**src/rtl/core/c_subset_token_lexer_macros.svh**
```systemverilog
// Assertion macros shared by the lexer modules.
`ifndef C_SUBSET_TOKEN_LEXER_MACROS_SVH
`define C_SUBSET_TOKEN_LEXER_MACROS_SVH

// Same-cycle implication, sampled on clk, off during reset.
`define CSTL_ASSERT_NOW(label, ante, cons, msg) \
    label: assert property (@(posedge clk) disable iff (!rst_n) (ante) |-> (cons)) \
        else $error(msg);

// Next-cycle implication, sampled on clk, off during reset.
`define CSTL_ASSERT_NEXT(label, ante, cons, msg) \
    label: assert property (@(posedge clk) disable iff (!rst_n) (ante) |=> (cons)) \
        else $error(msg);

`endif

```
**src/rtl/core/cstl_pkg.sv**
```systemverilog
// Types, token codes and constants for the C subset lexer.
package cstl_pkg;

    localparam int MAX_ID_CHARS = 8;
    localparam int FIFO_DEPTH   = 4;

    localparam logic [30:0] LIT_MAX = 31'h7FFF_FFFF;

    localparam logic [63:0] KW_RETURN_TEXT = 64'h0000_6E72_7574_6572;
    localparam logic [3:0]  KW_RETURN_LEN  = 4'd6;
    localparam logic [63:0] KW_INT_TEXT    = 64'h0000_0000_0074_6E69;
    localparam logic [3:0]  KW_INT_LEN     = 4'd3;
    localparam logic [63:0] KW_VOID_TEXT   = 64'h0000_0000_6469_6F76;
    localparam logic [3:0]  KW_VOID_LEN    = 4'd4;

    typedef enum logic [4:0] {
        K_LBRACE, K_RBRACE, K_LPAREN, K_RPAREN, K_SEMI, K_COMMA, K_MINUS, K_PLUS,
        K_STAR, K_SLASH, K_TILDE, K_NE, K_BANG, K_LE, K_SHL, K_LT,
        K_GE, K_SHR, K_GT, K_LAND, K_AMP, K_LOR, K_BAR, K_EQ,
        K_ASSIGN, K_PERCENT, K_CARET, K_LIT, K_RETURN, K_INT, K_VOID, K_ID
    } tok_kind_t;

    typedef struct packed {
        tok_kind_t   kind;
        logic [30:0] int_value;
        logic [63:0] id_text;
        logic [3:0]  id_length;
        logic        id_truncated;
        logic        int_overflow;
        logic        last;
    } token_t;

    // Tokens produced by one accepted byte, in output order.
    typedef struct packed {
        logic   tok0_valid;
        logic   tok1_valid;
        token_t tok0;
        token_t tok1;
    } push_t;

endpackage

```
**src/rtl/core/cstl_lex_core.sv**
```systemverilog
// Lexer state and per-byte token generation.
`include "c_subset_token_lexer_macros.svh"

module cstl_lex_core (
    input  logic            clk,
    input  logic            rst_n,
    input  logic            accept,
    input  logic [7:0]      ch,
    input  logic            end_of_file,
    output cstl_pkg::push_t push
);
    import cstl_pkg::*;

    typedef enum logic [1:0] {
        MODE_IDLE,
        MODE_PEND,
        MODE_NUM,
        MODE_WORD
    } mode_t;

    typedef struct packed {
        logic      hit;
        tok_kind_t kind;
    } kind_hit_t;

    function automatic kind_hit_t single_kind(input logic [7:0] c);
        kind_hit_t r;
        r.hit = 1'b1;
        unique case (c)
            8'h7B:   r.kind = K_LBRACE;
            8'h7D:   r.kind = K_RBRACE;
            8'h28:   r.kind = K_LPAREN;
            8'h29:   r.kind = K_RPAREN;
            8'h3B:   r.kind = K_SEMI;
            8'h2C:   r.kind = K_COMMA;
            8'h2D:   r.kind = K_MINUS;
            8'h2B:   r.kind = K_PLUS;
            8'h2A:   r.kind = K_STAR;
            8'h2F:   r.kind = K_SLASH;
            8'h7E:   r.kind = K_TILDE;
            8'h21:   r.kind = K_BANG;
            8'h3C:   r.kind = K_LT;
            8'h3E:   r.kind = K_GT;
            8'h26:   r.kind = K_AMP;
            8'h7C:   r.kind = K_BAR;
            8'h3D:   r.kind = K_ASSIGN;
            8'h25:   r.kind = K_PERCENT;
            8'h5E:   r.kind = K_CARET;
            default:
            begin
                r.hit  = 1'b0;
                r.kind = K_LBRACE;
            end
        endcase
        return r;
    endfunction

    function automatic logic may_pair(input logic [7:0] c);
        return (c == 8'h21) || (c == 8'h3C) || (c == 8'h3E) ||
               (c == 8'h26) || (c == 8'h7C) || (c == 8'h3D);
    endfunction

    function automatic kind_hit_t pair_kind(input logic [7:0] a, input logic [7:0] b);
        kind_hit_t r;
        r.hit  = 1'b1;
        r.kind = K_LBRACE;
        priority if (a == 8'h21 && b == 8'h3D) r.kind = K_NE;
        else if (a == 8'h3C && b == 8'h3D)     r.kind = K_LE;
        else if (a == 8'h3C && b == 8'h3C)     r.kind = K_SHL;
        else if (a == 8'h3E && b == 8'h3D)     r.kind = K_GE;
        else if (a == 8'h3E && b == 8'h3E)     r.kind = K_SHR;
        else if (a == 8'h26 && b == 8'h26)     r.kind = K_LAND;
        else if (a == 8'h7C && b == 8'h7C)     r.kind = K_LOR;
        else if (a == 8'h3D && b == 8'h3D)     r.kind = K_EQ;
        else                                   r.hit  = 1'b0;
        return r;
    endfunction

    mode_t       mode_reg, mode_next;
    logic [7:0]  pending_reg, pending_next;
    logic [30:0] acc_reg, acc_next;
    logic        ovf_reg, ovf_next;
    logic [63:0] chars_reg, chars_next;
    logic [3:0]  len_reg, len_next;
    logic        trunc_reg, trunc_next;

    logic        is_digit;
    logic        is_letter;
    logic [34:0] acc_times10;
    kind_hit_t   pend_single;
    kind_hit_t   pair_hit;
    kind_hit_t   fresh_single;
    token_t      flush_tok;
    token_t      pair_tok;
    token_t      fresh_tok;
    token_t      tok_a;
    token_t      tok_b;
    logic        a_valid;
    logic        b_valid;

    assign is_digit  = (ch >= 8'd48) && (ch <= 8'd57);
    assign is_letter = ((ch >= 8'd65) && (ch <= 8'd90)) || ((ch >= 8'd97) && (ch <= 8'd122));
    assign acc_times10 = ({4'b0, acc_reg} << 3) + ({4'b0, acc_reg} << 1) + {31'b0, ch[3:0]};

    assign pend_single  = single_kind(pending_reg);
    assign pair_hit     = pair_kind(pending_reg, ch);
    assign fresh_single = single_kind(ch);

    // Token that closes whatever is in progress.
    always_comb
    begin
        flush_tok      = '0;
        flush_tok.kind = pend_single.kind;
        unique case (mode_reg)
            MODE_NUM:
            begin
                flush_tok.kind         = K_LIT;
                flush_tok.int_value    = acc_reg;
                flush_tok.int_overflow = ovf_reg;
            end
            MODE_WORD:
            begin
                priority if (!trunc_reg && len_reg == KW_RETURN_LEN &&
                             chars_reg == KW_RETURN_TEXT)
                    flush_tok.kind = K_RETURN;
                else if (!trunc_reg && len_reg == KW_INT_LEN && chars_reg == KW_INT_TEXT)
                    flush_tok.kind = K_INT;
                else if (!trunc_reg && len_reg == KW_VOID_LEN && chars_reg == KW_VOID_TEXT)
                    flush_tok.kind = K_VOID;
                else
                begin
                    flush_tok.kind         = K_ID;
                    flush_tok.id_text      = chars_reg;
                    flush_tok.id_length    = len_reg;
                    flush_tok.id_truncated = trunc_reg;
                end
            end
            MODE_IDLE, MODE_PEND: ;
            default: ;
        endcase

        pair_tok       = '0;
        pair_tok.kind  = pair_hit.kind;
        fresh_tok      = '0;
        fresh_tok.kind = fresh_single.kind;
    end

    always_comb
    begin
        mode_next    = mode_reg;
        pending_next = pending_reg;
        acc_next     = acc_reg;
        ovf_next     = ovf_reg;
        chars_next   = chars_reg;
        len_next     = len_reg;
        trunc_next   = trunc_reg;
        tok_a        = flush_tok;
        tok_b        = fresh_tok;
        a_valid      = 1'b0;
        b_valid      = 1'b0;

        priority if (end_of_file)
        begin
            a_valid   = (mode_reg != MODE_IDLE);
            mode_next = MODE_IDLE;
        end
        else if (mode_reg == MODE_PEND && pair_hit.hit)
        begin
            tok_a     = pair_tok;
            a_valid   = 1'b1;
            mode_next = MODE_IDLE;
        end
        else if (mode_reg == MODE_NUM && is_digit)
        begin
            if (acc_times10 > {4'b0, LIT_MAX})
            begin
                acc_next = LIT_MAX;
                ovf_next = 1'b1;
            end
            else
            begin
                acc_next = acc_times10[30:0];
            end
        end
        else if (mode_reg == MODE_WORD && is_letter)
        begin
            if (len_reg < 4'(MAX_ID_CHARS))
            begin
                for (int i = 0; i < 8; i++)
                begin
                    if (len_reg[2:0] == 3'(i))
                        chars_next[8*i +: 8] = ch;
                end
                len_next = len_reg + 4'd1;
            end
            else
            begin
                trunc_next = 1'b1;
            end
        end
        else
        begin
            // Close the current token, then treat this byte as a fresh start.
            a_valid   = (mode_reg != MODE_IDLE);
            mode_next = MODE_IDLE;
            priority if (is_digit)
            begin
                mode_next = MODE_NUM;
                acc_next  = {27'b0, ch[3:0]};
                ovf_next  = 1'b0;
            end
            else if (is_letter)
            begin
                mode_next  = MODE_WORD;
                chars_next = {56'b0, ch};
                len_next   = 4'd1;
                trunc_next = 1'b0;
            end
            else if (may_pair(ch))
            begin
                mode_next    = MODE_PEND;
                pending_next = ch;
            end
            else
            begin
                b_valid = fresh_single.hit;
            end
        end
    end

    // Pack the results so the first valid token is always in slot 0.
    always_comb
    begin
        push.tok0_valid = accept && (a_valid || b_valid);
        push.tok1_valid = accept && a_valid && b_valid;
        push.tok0       = a_valid ? tok_a : tok_b;
        push.tok0.last  = !(a_valid && b_valid);
        push.tok1       = tok_b;
        push.tok1.last  = 1'b1;
    end

    always_ff @(posedge clk or negedge rst_n)
    begin
        if (!rst_n)
        begin
            mode_reg    <= MODE_IDLE;
            pending_reg <= '0;
            acc_reg     <= '0;
            ovf_reg     <= 1'b0;
            chars_reg   <= '0;
            len_reg     <= '0;
            trunc_reg   <= 1'b0;
        end
        else if (accept)
        begin
            mode_reg    <= mode_next;
            pending_reg <= pending_next;
            acc_reg     <= acc_next;
            ovf_reg     <= ovf_next;
            chars_reg   <= chars_next;
            len_reg     <= len_next;
            trunc_reg   <= trunc_next;
        end
    end

    `CSTL_ASSERT_NOW(a_slot_order, push.tok1_valid, push.tok0_valid,
        "second token without a first")
    `CSTL_ASSERT_NOW(a_word_len, mode_reg == MODE_WORD,
        (len_reg >= 4'd1) && (len_reg <= 4'(MAX_ID_CHARS)), "word length out of range")
    `CSTL_ASSERT_NOW(a_ovf_sat, ovf_reg && mode_reg == MODE_NUM, acc_reg == LIT_MAX,
        "overflowed literal not saturated")

endmodule

```
**src/rtl/core/cstl_out_fifo.sv**
```systemverilog
// Token queue: takes up to two tokens per cycle, hands out one per transfer.
`include "c_subset_token_lexer_macros.svh"

module cstl_out_fifo (
    input  logic             clk,
    input  logic             rst_n,
    input  cstl_pkg::push_t  push,
    output logic             room,
    output logic             out_valid,
    input  logic             out_ready,
    output cstl_pkg::token_t out_tok
);
    import cstl_pkg::*;

    localparam int PTR_W = $clog2(FIFO_DEPTH);
    localparam int CNT_W = $clog2(FIFO_DEPTH + 1);

    token_t             mem [FIFO_DEPTH];
    logic [PTR_W-1:0]   wptr_reg;
    logic [PTR_W-1:0]   rptr_reg;
    logic [CNT_W-1:0]   count_reg;
    logic [CNT_W-1:0]   count_next;
    logic [PTR_W-1:0]   wptr_plus1;
    logic               pop;
    logic [1:0]         push_n;

    assign wptr_plus1 = wptr_reg + PTR_W'(1);
    assign pop        = out_valid && out_ready;
    assign push_n     = {1'b0, push.tok0_valid} + {1'b0, push.tok1_valid};
    assign count_next = count_reg + CNT_W'(push_n) - CNT_W'(pop);

    assign out_valid = (count_reg != '0);
    assign out_tok   = mem[rptr_reg];
    // Space for the worst case of two tokens from the next byte.
    assign room      = (count_reg <= CNT_W'(FIFO_DEPTH - 2));

    always_ff @(posedge clk)
    begin
        if (push.tok0_valid)
            mem[wptr_reg] <= push.tok0;
        if (push.tok1_valid)
            mem[wptr_plus1] <= push.tok1;
    end

    always_ff @(posedge clk or negedge rst_n)
    begin
        if (!rst_n)
        begin
            wptr_reg  <= '0;
            rptr_reg  <= '0;
            count_reg <= '0;
        end
        else
        begin
            wptr_reg  <= wptr_reg + PTR_W'(push_n);
            rptr_reg  <= rptr_reg + PTR_W'(pop);
            count_reg <= count_next;
        end
    end

    `CSTL_ASSERT_NOW(a_no_overrun, push_n != 2'd0,
        ({1'b0, count_reg} + {{CNT_W-1{1'b0}}, push_n}) <= (CNT_W+1)'(FIFO_DEPTH),
        "token queue overrun")
    `CSTL_ASSERT_NOW(a_push_order, push.tok1_valid, push.tok0_valid,
        "second slot written without the first")
    `CSTL_ASSERT_NEXT(a_count_two, count_reg == '0 && push_n == 2'd2,
        count_reg == CNT_W'(2), "double push into empty queue lost a token")

endmodule

```
**src/rtl/core/c_subset_token_lexer.sv**
```systemverilog
// C subset lexer: one source byte in per transfer, tokens out in order.
// The lexer takes one byte (or end mark) in every cycle while the queue has room; each byte
// is decoded combinationally against the held lexer state and its 0, 1 or 2 tokens go into
// a 4-entry token queue. Tokens leave at one per cycle while the receiver is ready, so a
// byte that both closes a token and emits a single-character one yields two output
// transfers; input is held off only while the queue lacks room for two more tokens.
// Identifiers keep their first 8 bytes; literals saturate at 2147483647.
module c_subset_token_lexer (
    input  logic         clk,
    input  logic         rst_n,
    input  logic         s_tvalid,
    output logic         s_tready,
    input  logic [7:0]   s_tdata,   // [7:0] ch
    input  logic         s_tuser,   // [0] end_of_file
    output logic         m_tvalid,
    input  logic         m_tready,
    output logic [103:0] m_tdata,   // [30:0] int_value, [94:31] id_text, [98:95] id_length,
                                    // [99] id_truncated, [100] int_overflow, [103:101] zero
    output logic [4:0]   m_tuser,   // [4:0] token_kind
    output logic         m_tlast
);
    import cstl_pkg::*;

    logic   accept;
    logic   room;
    push_t  push;
    token_t tok;

    assign s_tready = room;
    assign accept   = s_tvalid && room;

    cstl_lex_core u_core (
        .clk         (clk),
        .rst_n       (rst_n),
        .accept      (accept),
        .ch          (s_tdata),
        .end_of_file (s_tuser),
        .push        (push)
    );

    cstl_out_fifo u_fifo (
        .clk       (clk),
        .rst_n     (rst_n),
        .push      (push),
        .room      (room),
        .out_valid (m_tvalid),
        .out_ready (m_tready),
        .out_tok   (tok)
    );

    assign m_tdata = {3'b000, tok.int_overflow, tok.id_truncated, tok.id_length,
                      tok.id_text, tok.int_value};
    assign m_tuser = tok.kind;
    assign m_tlast = tok.last;

endmodule

```
**config.mk**
```make
export PLATFORM = sky130hd
export DESIGN_NAME = c_subset_token_lexer
export DESIGN_NICKNAME = d
export VERILOG_FILES = /design/src/rtl/core/cstl_pkg.sv /design/src/rtl/core/cstl_lex_core.sv /design/src/rtl/core/cstl_out_fifo.sv /design/src/rtl/core/c_subset_token_lexer.sv
export VERILOG_INCLUDE_DIRS = /design/src /design/src/rtl/core
export SDC_FILE = /design/constraint.sdc
export NUM_CORES = 1
export LEC_CHECK = 0
export BUFFER_PORTS_ARGS = -buffer_cell sky130_fd_sc_hd__buf_2
export CORE_MARGIN = 3
export CORE_UTILIZATION = 50
export DETAILED_ROUTE_END_ITERATION = 8
export PLACE_DENSITY = 0.78
export REMOVE_ABC_BUFFERS = 1
export SETUP_SLACK_MARGIN = 0.4
export SKIP_CTS_REPAIR_TIMING = 1
export SLEW_MARGIN = 20
export SYNTH_ARGS = -nofsm -noshare
export SYNTH_HDL_FRONTEND = slang
export SYNTH_SLANG_ARGS = --single-unit
```
**constraint.sdc**
```tcl
create_clock -name clk -period 3.88 [get_ports clk]
set_input_delay 0.194 -clock clk [delete_from_list [all_inputs] [get_ports clk]]
set_output_delay 0.194 -clock clk [all_outputs]
set_load 0.1 [all_outputs]
```
# Word-level counts from Yosys, hierarchy flattened
# Memories as Yosys holds them, arrays and structs flattened.
# Cells that the tools add are included.
classes:
  n_addsub: 9
  n_mul: 0
  div_mod_pow: 0
  magnitude_cmp: 9
  n_eq_ne: 68
  shifts: 0
  muxes: 82
  bitwise_logic: 6
  reduce_logical: 55
op_table:
  columns: ["operator", "count"]
  rows:
  - ["107-bit two-way mux", 3]
  - ["69-bit two-way mux", 4]
  - ["64-bit two-way mux", 4]
  - ["8-bit by 6-bit == test with 1-bit output (second input constant)", 28]
  - ["5-bit one-hot mux with 18 select lines", 2]
  - ["31-bit two-way mux", 5]
  - ["8-bit by 7-bit == test with 1-bit output (second input constant)", 9]
  - ["8-bit AND reduction", 9]
  - ["64-bit by 23-bit == test with 1-bit output (second input constant)", 1]
  - ["64-bit by 31-bit == test with 1-bit output (second input constant)", 1]
  - ["64-bit by 47-bit == test with 1-bit output (second input constant)", 1]
  - ["8-bit two-way mux", 8]
  - ["5-bit two-way mux", 9]
  - ["34-bit by 32-bit adder with 35-bit output", 1]
  - ["35-bit by 4-bit adder with 35-bit output", 1]
  - ["35-bit by 31-bit greater-than comparator with 1-bit output (second input constant)", 1]
  - ["1-bit two-way mux", 35]
  - ["1-bit logical AND", 26]
  - ["2-bit inequality test (second input constant)", 12]
  - ["19-bit OR reduction", 1]
  - ["8-bit by 7-bit >= comparator with 1-bit output (second input constant)", 2]
  - ["8-bit by 7-bit <= comparator with 1-bit output (second input constant)", 2]
  - ["4-bit two-way mux", 4]
  - ["2-bit two-way mux", 7]
  - ["31 further kinds", 53]
word_totals:
  ff_bits: 118
  latch_bits: 0
  ramBits: 428
  romBits: 0
  in_bits: 13
  output_inout_bits: 112
  word_cells: 247
  mem_count: 1
memory_table:
  columns: ["name", "depth", "width", "rd", "rd_ports_with_merged_regs", "wr", "line", "rtl"]
  rows:
  - ["u_fifo.mem", 4, 107, 1, 0, 2, "cstl_out_fifo.sv:18", "token_t mem [FIFO_DEPTH];"]

# Depth between registers and ports, before layout
# Gate-level depths: netlist of the first run.
depth:
  word_depth: 18
  mapped_depth: 16
  ltp_nobuf: 13

# Cells and area by module
# From an unflattened synthesis of the first run, not the netlist that was laid out.
hier_totals:
  hier_cells: 2107
  area_unflattened_um2: 30471.7
modules_own_cells:
  columns: ["module", "instances", "cells_each", "area_per_inst_um2", "seq_area_each_um2"]
  rows:
  - ["cstl_out_fifo", 1, 1074, 21011.4, 13027.5]
  - ["cstl_lex_core", 1, 1028, 9427.8, 2777.7]
  - ["c_subset_token_lexer", 1, 5, 32.5, 0.0]

# Worst setup path before layout of the first run
# No wires, ideal clock.
synth_timing:
  kind: "register to register"
  from: "reg u_fifo.count_reg[1]"
  to: "reg u_fifo.count_reg[2]"
  setup_time_ps: 123
  arrival_ps: 4060
  path_slack_ps: -303
  path_stages_with_launch: 11
  n_path_buf: 2
  period_less_slack_ps: 4183
  cell_sequence: "dfrtp_1 > a21oi_1 > nand3_1 > a311o_1 > buf_6 > buf_6 > nor2_1 > ha_1 > ha_1 > fa_1 > xnor2_1"
synth_between:
  elab_chain_len: 7
  word_cells_on_any_way: 10
synth_rtl:
  columns: ["item", "line", "rtl"]
  rows:
  - ["start, declared", "cstl_out_fifo.sv:21", "logic [CNT_W-1:0] count_reg;"]
  - ["start signal, assigned", "cstl_out_fifo.sv:57", "count_reg <= count_next;"]
  - ["3-bit by 2-bit <= comparator with 1-bit output (*)", "cstl_out_fifo.sv:35", "assign room = (count_reg <= CNT_W'(FIFO_DEPTH - 2));"]
  - ["named net s_tready", "c_subset_token_lexer.sv:12", "output logic s_tready,"]
  - ["1-bit logical AND (*)", "c_subset_token_lexer.sv:30", "assign accept = s_tvalid && room;"]
  - ["1-bit logical AND (2 in series)", "cstl_lex_core.sv:235", "push.tok1_valid = accept && a_valid && b_valid;"]
  - ["1-bit by 1-bit adder with 2-bit output (*)", "cstl_out_fifo.sv:29", "assign push_n = {1'b0, push.tok0_valid} + {1'b0, push.tok1_valid};"]
  - ["3-bit by 2-bit adder with 3-bit output (*)", "cstl_out_fifo.sv:30", "assign count_next = count_reg + CNT_W'(push_n) - CNT_W'(pop);"]
  - ["3-bit by 1-bit subtractor with 3-bit output (*)", "cstl_out_fifo.sv:30", null]
  - ["named net u_fifo.count_next[2]", "cstl_out_fifo.sv:22", "logic [CNT_W-1:0] count_next;"]
# The timed path passes the listed nets; every way through them passes the cells marked *.
# A chain may end at the register's enable or synchronous reset.

# Final worst setup path of the first run
layout_timing:
  from: "reg u_core.acc_reg[2]"
  to: "reg u_core.acc_reg[3]"
layout_between:
  elab_chain_len: 5
layout_rtl:
  columns: ["item", "line", "rtl"]
  rows:
  - ["start, declared", "cstl_lex_core.sv:81", "logic [30:0] acc_reg, acc_next;"]
  - ["start signal, assigned", "cstl_lex_core.sv:258", "acc_reg <= acc_next;"]
  - ["34-bit by 32-bit adder with 35-bit output (*)", "cstl_lex_core.sv:103", "assign acc_times10 = ({4'b0, acc_reg} << 3) + ({4'b0, acc_reg} << 1) + {31'b0, ch[3:0]};"]
  - ["35-bit by 4-bit adder with 35-bit output (*)", "cstl_lex_core.sv:103", null]
  - ["35-bit by 31-bit greater-than comparator with 1-bit output", "cstl_lex_core.sv:175", "if (acc_times10 > {4'b0, LIT_MAX})"]
  - ["31-bit two-way mux (*)", "cstl_lex_core.sv:175", null]
  - ["31-bit two-way mux (*)", "cstl_lex_core.sv:173", "else if (mode_reg == MODE_NUM && is_digit)"]
# Mark *: on every way between the ends. The rest lies on a longest branch, timed or not.

==> results of run 1 <==
## cells in the mapped netlist (5+ instances only)
cell      instances
nand3_1         422
dfxtp_1         408
o21ai_0         373
nand2_1         187
dfrtp_1         118
mux4_2          107
clkbuf_1         97
a21oi_1          80
nor2_1           76
ha_1             73
buf_2            71
mux2_2           62
inv_1            29
o31ai_1          27
buf_6            26
buf_1            25
o21ai_1          23
xnor2_1          23
nor3_1           22
edfxtp_1         20
nor2b_1          20
o22ai_1          17
a311oi_1         16
a31oi_1          16
o31ai_2          16
a21o_1           15
xor2_1           15
nand2b_1         12
nand4_1          12
nor4_1           12
a221o_1          10
or3_1            10
and2_1            9
o211ai_1          8
o21a_1            7
a211oi_1          5
buf_4             5
nor3b_1           5
or4_1             5
## worst max-delay path by stage
stage                             startpoint                        endpoint  depth (start not counted)
6_report       u_core.acc_reg[2]$_DFFE_PN0P_   u_core.acc_reg[3]$_DFFE_PN0P_                         17
5_1_grt        u_core.acc_reg[2]$_DFFE_PN0P_   u_core.acc_reg[3]$_DFFE_PN0P_                         17
4_1_cts        u_core.acc_reg[2]$_DFFE_PN0P_   u_core.acc_reg[2]$_DFFE_PN0P_                         15
3_5_place_dp                      s_tdata[3]   u_core.acc_reg[2]$_DFFE_PN0P_                         16
3_3_place_gp                      s_tdata[3]  u_core.acc_reg[26]$_DFFE_PN0P_                         16
2_1_floorplan  u_fifo.count_reg[1]$_DFF_PN0_   u_fifo.mem[0][0]$_SDFFE_PP1P_                          6
## kinds of logic (layout without fill, tap and decap cells)
family	Yosys count	after routing
AO/OA/AOI/OAI	657	657
XOR/XNOR	38	38
adder cells (fa/ha/maj)	76	76
buffers and inverters	253	322
flip-flops	546	546
multiplexers	172	172
other	1	3
AND/OR/NAND/NOR	832	832
## power groups by stage
stage / Sequential (mW) / Clock (mW) / Combinational [mW]
6_report: 6.39 / 5.32 / 4.01
3_5_place_dp: 6.49 / 0 / 3.79
3_3_place_gp: 6.46 / 0 / 3.74
5_1_grt: 6.42 / 5.61 / 4.31
4_1_cts: 6.37 / 5.39 / 3.80
2_1_floorplan: 6.64 / 0 / 2.48
## per-stage QoR
stage               setup slack, ns  hold slack [ns]
floorplan                    -2.199          -0.1016
global route                0.09163          0.02369
CTS                         0.08737          -0.3445
detailed placement          0.07054           0.3125
global placement             0.1358           0.3028
finish                       0.2544       -0.0006005
## layout make-up
type | count | area (um2) | share of cell area (%)
multi-input cells | 1778 | 12700 | 44.40
flip-flops and latches | 546 | 11730 | 41.01
clock buffers | 78 | 1551 | 5.426
repair buffers | 195 | 1406 | 4.918
well taps | 672 | 840.8 | 2.940
clock inverters | 20 | 264.0 | 0.9232
inverters | 29 | 108.9 | 0.3807
## metal layers
layer	share of wire, %	GRT usage, %
met3	6.6	3.540
met1	41	33.98
met5	0	0
met4	3.3	10.09
met2	49	44.38
## worst max-delay path: stages (launching register included)
cell and delay [ns]:
dfrtp_1 0.39, inv_2 0.06, fa_1 0.56, inv_2 0.06, ha_4 0.21, a211oi_2 0.20
o211ai_1 0.17, a32oi_1 0.28, buf_4 0.21, o2111ai_4 0.12, a21oi_2 0.19, a21oi_2 0.05
a311oi_2 0.36, buf_4 0.19, buf_6 0.13, buf_6 0.10, a31oi_1 0.07, a21o_1 0.16
==> flow_metrics.tcl, run 1 <==
set metrics [dict create \
    status "finished, violations left" \
    violations "negative hold slack" \
    sw_frac_of_total_pct 33.41 \
    clock_power_share_pct 33.9 \
    area_growth_pct 12.45 \
    synth_top_family_by_area "simple AND/OR/NAND/NOR gates" \
    r2r_setup_slack_ns 0.25 \
    grt_pass1_wl_um 113200 \
    whs_ns -0.0006005 \
    globalplace.congestion 0.9415 \
    power.density_mw_per_mm2 549.6 \
    clockBufferDepth 3 \
    crit_path_start_kind "register" \
    die_x_um 231.5 \
    clock_latency_ns 0.62 \
    fin_setup_tns_ns 0 \
    setup_violations 0 \
    report.final.slew_viol_count 0 \
    start_util_pct 50.69 \
    yosysSeqAreaShare_pct 46.09 \
    synth_warnings 0 \
    synth_flop_cell "dfxtp_1" \
    vias 21151 \
    fin_skew_ns 0.02227 \
    synthMuxAreaShare_pct 12.34 \
    yosysTopAreaCell "dfxtp_1" \
    path_max_fanout 6 \
    worst-setup-path-type "reg2reg" \
    die_y_um 231.5 \
    cp-end-kind "register" \
    cts.sinks 546 \
    finalInstanceArea_mm2 0.02860 \
    p_sw_mw 5.251 \
    maxSlewHeadroom_pct 35.05 \
    period_share_pct 93.44 \
    synth-edff-count 20 \
    die-area_mm2 0.05360 \
    rsz0062_at_grt "true" \
    hold_viol 1 \
    hp-start "m_tready" \
    layout_common_cells "nand3_1 (421), dfxtp_1 (408), o21ai_0 (369), nand2_1 (186), buf_2 (121)" \
    synth.avg_cell_area_um2 9.876 \
    worstMarginPinSlew_ns 0.9743 \
    yosys.area_share.simple_pct 16.17 \
    hold-path-cell-count 3 \
    placed_area_mm2 0.02649 \
    ant_nets 0 \
    r2r_end "u_core.acc_reg[3]$_DFFE_PN0P_" \
    drc 0 \
    num_rows 82 \
    syn_area_mm2 0.02543 \
    clockRootBuffer "clkbuf_16" \
    p_leak_nw 10.96 \
    period_needed_ns 3.626 \
    yosysUniqueCellTypes 85 \
    largest_register_ffs 428 \
    place_hpwl_um 46130 \
    worstPathArrival_ns 4.14 \
    fill_cells 4196 \
    power_mw 15.72 \
    grt_max_degree 125 \
    drive_gt1_share_pct 19.58 \
    syn_inst 2575 \
    finalNetCount 2693 \
    place_inst 3205 \
    reg2reg_from "u_core.acc_reg[2]$_DFFE_PN0P_" \
    yosys.area_share.adder_pct 3.828 \
    synth_xor_area_share_pct 1.309 \
    ff2ff_path_depth 17 \
    diodes 0 \
    stdcell_count 3318 \
    layout_commonest_cell "nand3_1" \
    cts_tree "yes" \
    async_flop_share_pct 21.61 \
    required_ns 4.39 \
    final_util_pct 57.00 \
    drv_cap 0 \
    ios 125 \
    dr.first_iter.drc_count 2111 \
    viasPerCell 6.375 \
    fp.coreArea_mm2 0.05017 \
    synth_compound_area_share_pct 15.33 \
    hold_path.class "in2reg" \
    first_global_vias 20894 \
    whs_endpoint "u_fifo.rptr_reg[0]$_DFF_PN0_" \
    p_int_mw 10.47 \
    cts.htree.levels 2 \
    ys_seq_elements 546 \
    cts_made_buffers 54 \
    seq_power_share_pct 40.6 \
    cts.clk_slew.worst_paths_ns 0.07 \
    antenna_found_initial 0 \
    fmax_mhz 275.8 \
    port-buffer-count 121 \
    drt-wirelength-per-cell_um 21.84 \
    overflow 0 \
    drtPass1Iterations 6 \
    comb_power_share_pct 25.5 \
    track_usage_pct 26.12 \
    synth_area_leaders "dfxtp_1 (32%), dfrtp_1 (12%), mux4_2 (9.5%)" \
    vdd_drop_max_mv 0.5524 \
    wl_um 72450 \
    synth_top_area_share_pct 32.12 \
]
Note: power is estimated with default switching activity, not from simulation.
==> run 2, diff against run 1 <==
==> constraint.sdc (replaced) <==
create_clock -name clk -period 3.88 [get_ports clk]
set_input_delay 0.776 -clock clk [delete_from_list [all_inputs] [get_ports clk]]
set_output_delay 0.776 -clock clk [all_outputs]
set_load 0.1 [all_outputs]
==> flow_metrics.tcl, run 2 (synthesized netlist as in run 1, its figures left out) <==
set metrics [dict create \
    status "finished clean" \
    viasPerCell 6.396 \
    report.final.slew_viol_count 0 \
    num_rows 82 \
    setup_violations 0 \
    maxSlewHeadroom_pct 19.13 \
    largest_register_ffs 428 \
    finalInstanceArea_mm2 0.02904 \
    final_util_pct 57.88 \
    vdd_drop_max_mv 0.4698 \
    first_global_vias 21322 \
    vias 21459 \
    drt-wirelength-per-cell_um 21.98 \
    drc 0 \
    die_x_um 231.5 \
    clockRootBuffer "clkbuf_16" \
    hold_viol 0 \
    antenna_found_initial 1 \
    cts_made_buffers 56 \
    power.density_mw_per_mm2 554.0 \
    power_mw 16.09 \
    worst_slack_ns 0.2790 \
    crit_chain "ha_1 -> ha_1 -> a21o_1 -> a21oi_2 -> a21oi_2 -> o211ai_1 -> a31oi_1 -> or4b_1 -> a311oi_2 -> nor3_2 -> buf_12 -> a221o_1" \
    worstMarginPinSlew_ns 1.209 \
    drv_cap 0 \
    crit_path_start_kind "register" \
    ant_nets 0 \
    layout_commonest_cell "nand3_1" \
    cts_tree "yes" \
    grt_max_degree 89 \
    stdcell_count 3355 \
    required_ns 4.36 \
    fmax_mhz 277.7 \
    finalNetCount 2724 \
    die-area_mm2 0.05360 \
    hold_path.class "in2async" \
    port-buffer-count 121 \
    worst-setup-path-type "reg2reg" \
    clockBufferDepth 3 \
    grt_pass1_wl_um 115500 \
    track_usage_pct 26.55 \
    fill_cells 4107 \
    cts.clk_slew.worst_paths_ns 0.07 \
    period_share_pct 92.81 \
    max_stage_delay_ns 0.50 \
    fp.coreArea_mm2 0.05017 \
    placed_area_mm2 0.02687 \
    cts.htree.levels 2 \
    whs_ns 0.1824 \
    wl_um 73750 \
    r2r_end "u_core.acc_reg[15]$_DFFE_PN0P_" \
    overflow 0 \
    place_hpwl_um 46880 \
    clock_latency_ns 0.62 \
    drtPass1Iterations 8 \
    ios 125 \
    fin_setup_tns_ns 0 \
    worstPathArrival_ns 4.08 \
    dr.first_iter.drc_count 1933 \
    die_y_um 231.5 \
    worstSetupStartpoint "u_core.acc_reg[3]$_DFFE_PN0P_" \
    drive_gt1_share_pct 20.58 \
    rsz0062_at_grt "true" \
    reg2reg_from "u_core.acc_reg[3]$_DFFE_PN0P_" \
    start_util_pct 50.69 \
    period_needed_ns 3.601 \
    pre_cts_slack_ns -0.3349 \
    r2r_setup_slack_ns 0.28 \
    path_max_fanout 12 \
    area_growth_pct 14.19 \
    ff2ff_path_depth 12 \
    cts.sinks 546 \
    slowest_stage "dfrtp_1" \
    cp-end-kind "register" \
    layout_common_cells "nand3_1 (422), dfxtp_1 (408), o21ai_0 (373), nand2_1 (187), buf_2 (120)" \
    p_leak_nw 11.25 \
    fin_skew_ns 0.02299 \
    globalplace.congestion 0.9403 \
    place_inst 3241 \
]
run 2: cell count changes in the layout (fill, tap and decap cells not counted), sizes merged, moves of 2 or more:
| cell | delta |
|---|---|
| dlygate4sd3 | -2 |
| buf | +30 |
| inv | +2 |
| clkinv | +4 |
| clkbuf | +4 |
run 2: metal layers:
metal  GRT usage, %  part of all wire [%]
met1          33.58                    40
met2          45.86                    50
met3          3.798                   7.0
met4          10.69                   3.7
met5              0                     0
run 2: how the worst max path moves through the flow:
stage	endpoint	slack, ns	depth (start not counted)
6_report	u_core.acc_reg[15]$_DFFE_PN0P_	0.28	12
4_1_cts	u_core.acc_reg[2]$_DFFE_PN0P_	0.20	14
3_3_place_gp	u_core.acc_reg[2]$_DFFE_PN0P_	-0.27	15
2_1_floorplan	u_fifo.mem[0][0]$_SDFFE_PP1P_	-2.61	9
3_5_place_dp	u_core.acc_reg[29]$_DFFE_PN0P_	-0.33	15
5_1_grt	u_core.acc_reg[2]$_DFFE_PN0P_	0.13	13
run 2: area by class of cell:
cell class,instances,area (um2),area share (%)
Antenna cell,1,2.502,0.008617
Clock buffer,81,1680,5.786
Clock inverter,24,261.5,0.9005
Inverter,29,108.9,0.3748
Multi-Input combinational cell,1778,12640,43.54
Sequential cell,546,11730,40.39
Tap cell,672,840.8,2.895
Timing Repair Buffer,224,1774,6.109
run 2: critical path, delay by kind of cell (launching register included):
family / cells / cell delay (ns)
adders and majority gates: 2 / 0.74
AOI/OAI and AO/OA: 7 / 1.46
DFF: 1 / 0.50
buffers and inverters: 1 / 0.18
and+or+nand+nor: 2 / 0.59
run 2: where the power goes:
part | leakage, nW | total (mW) | internal [mW] | switching, mW
combinational | 5.22 | 4.16 | 1.54 | 2.62
clock | 0.955 | 5.57 | 3.23 | 2.33
sequential | 5.08 | 6.36 | 5.93 | 0.432
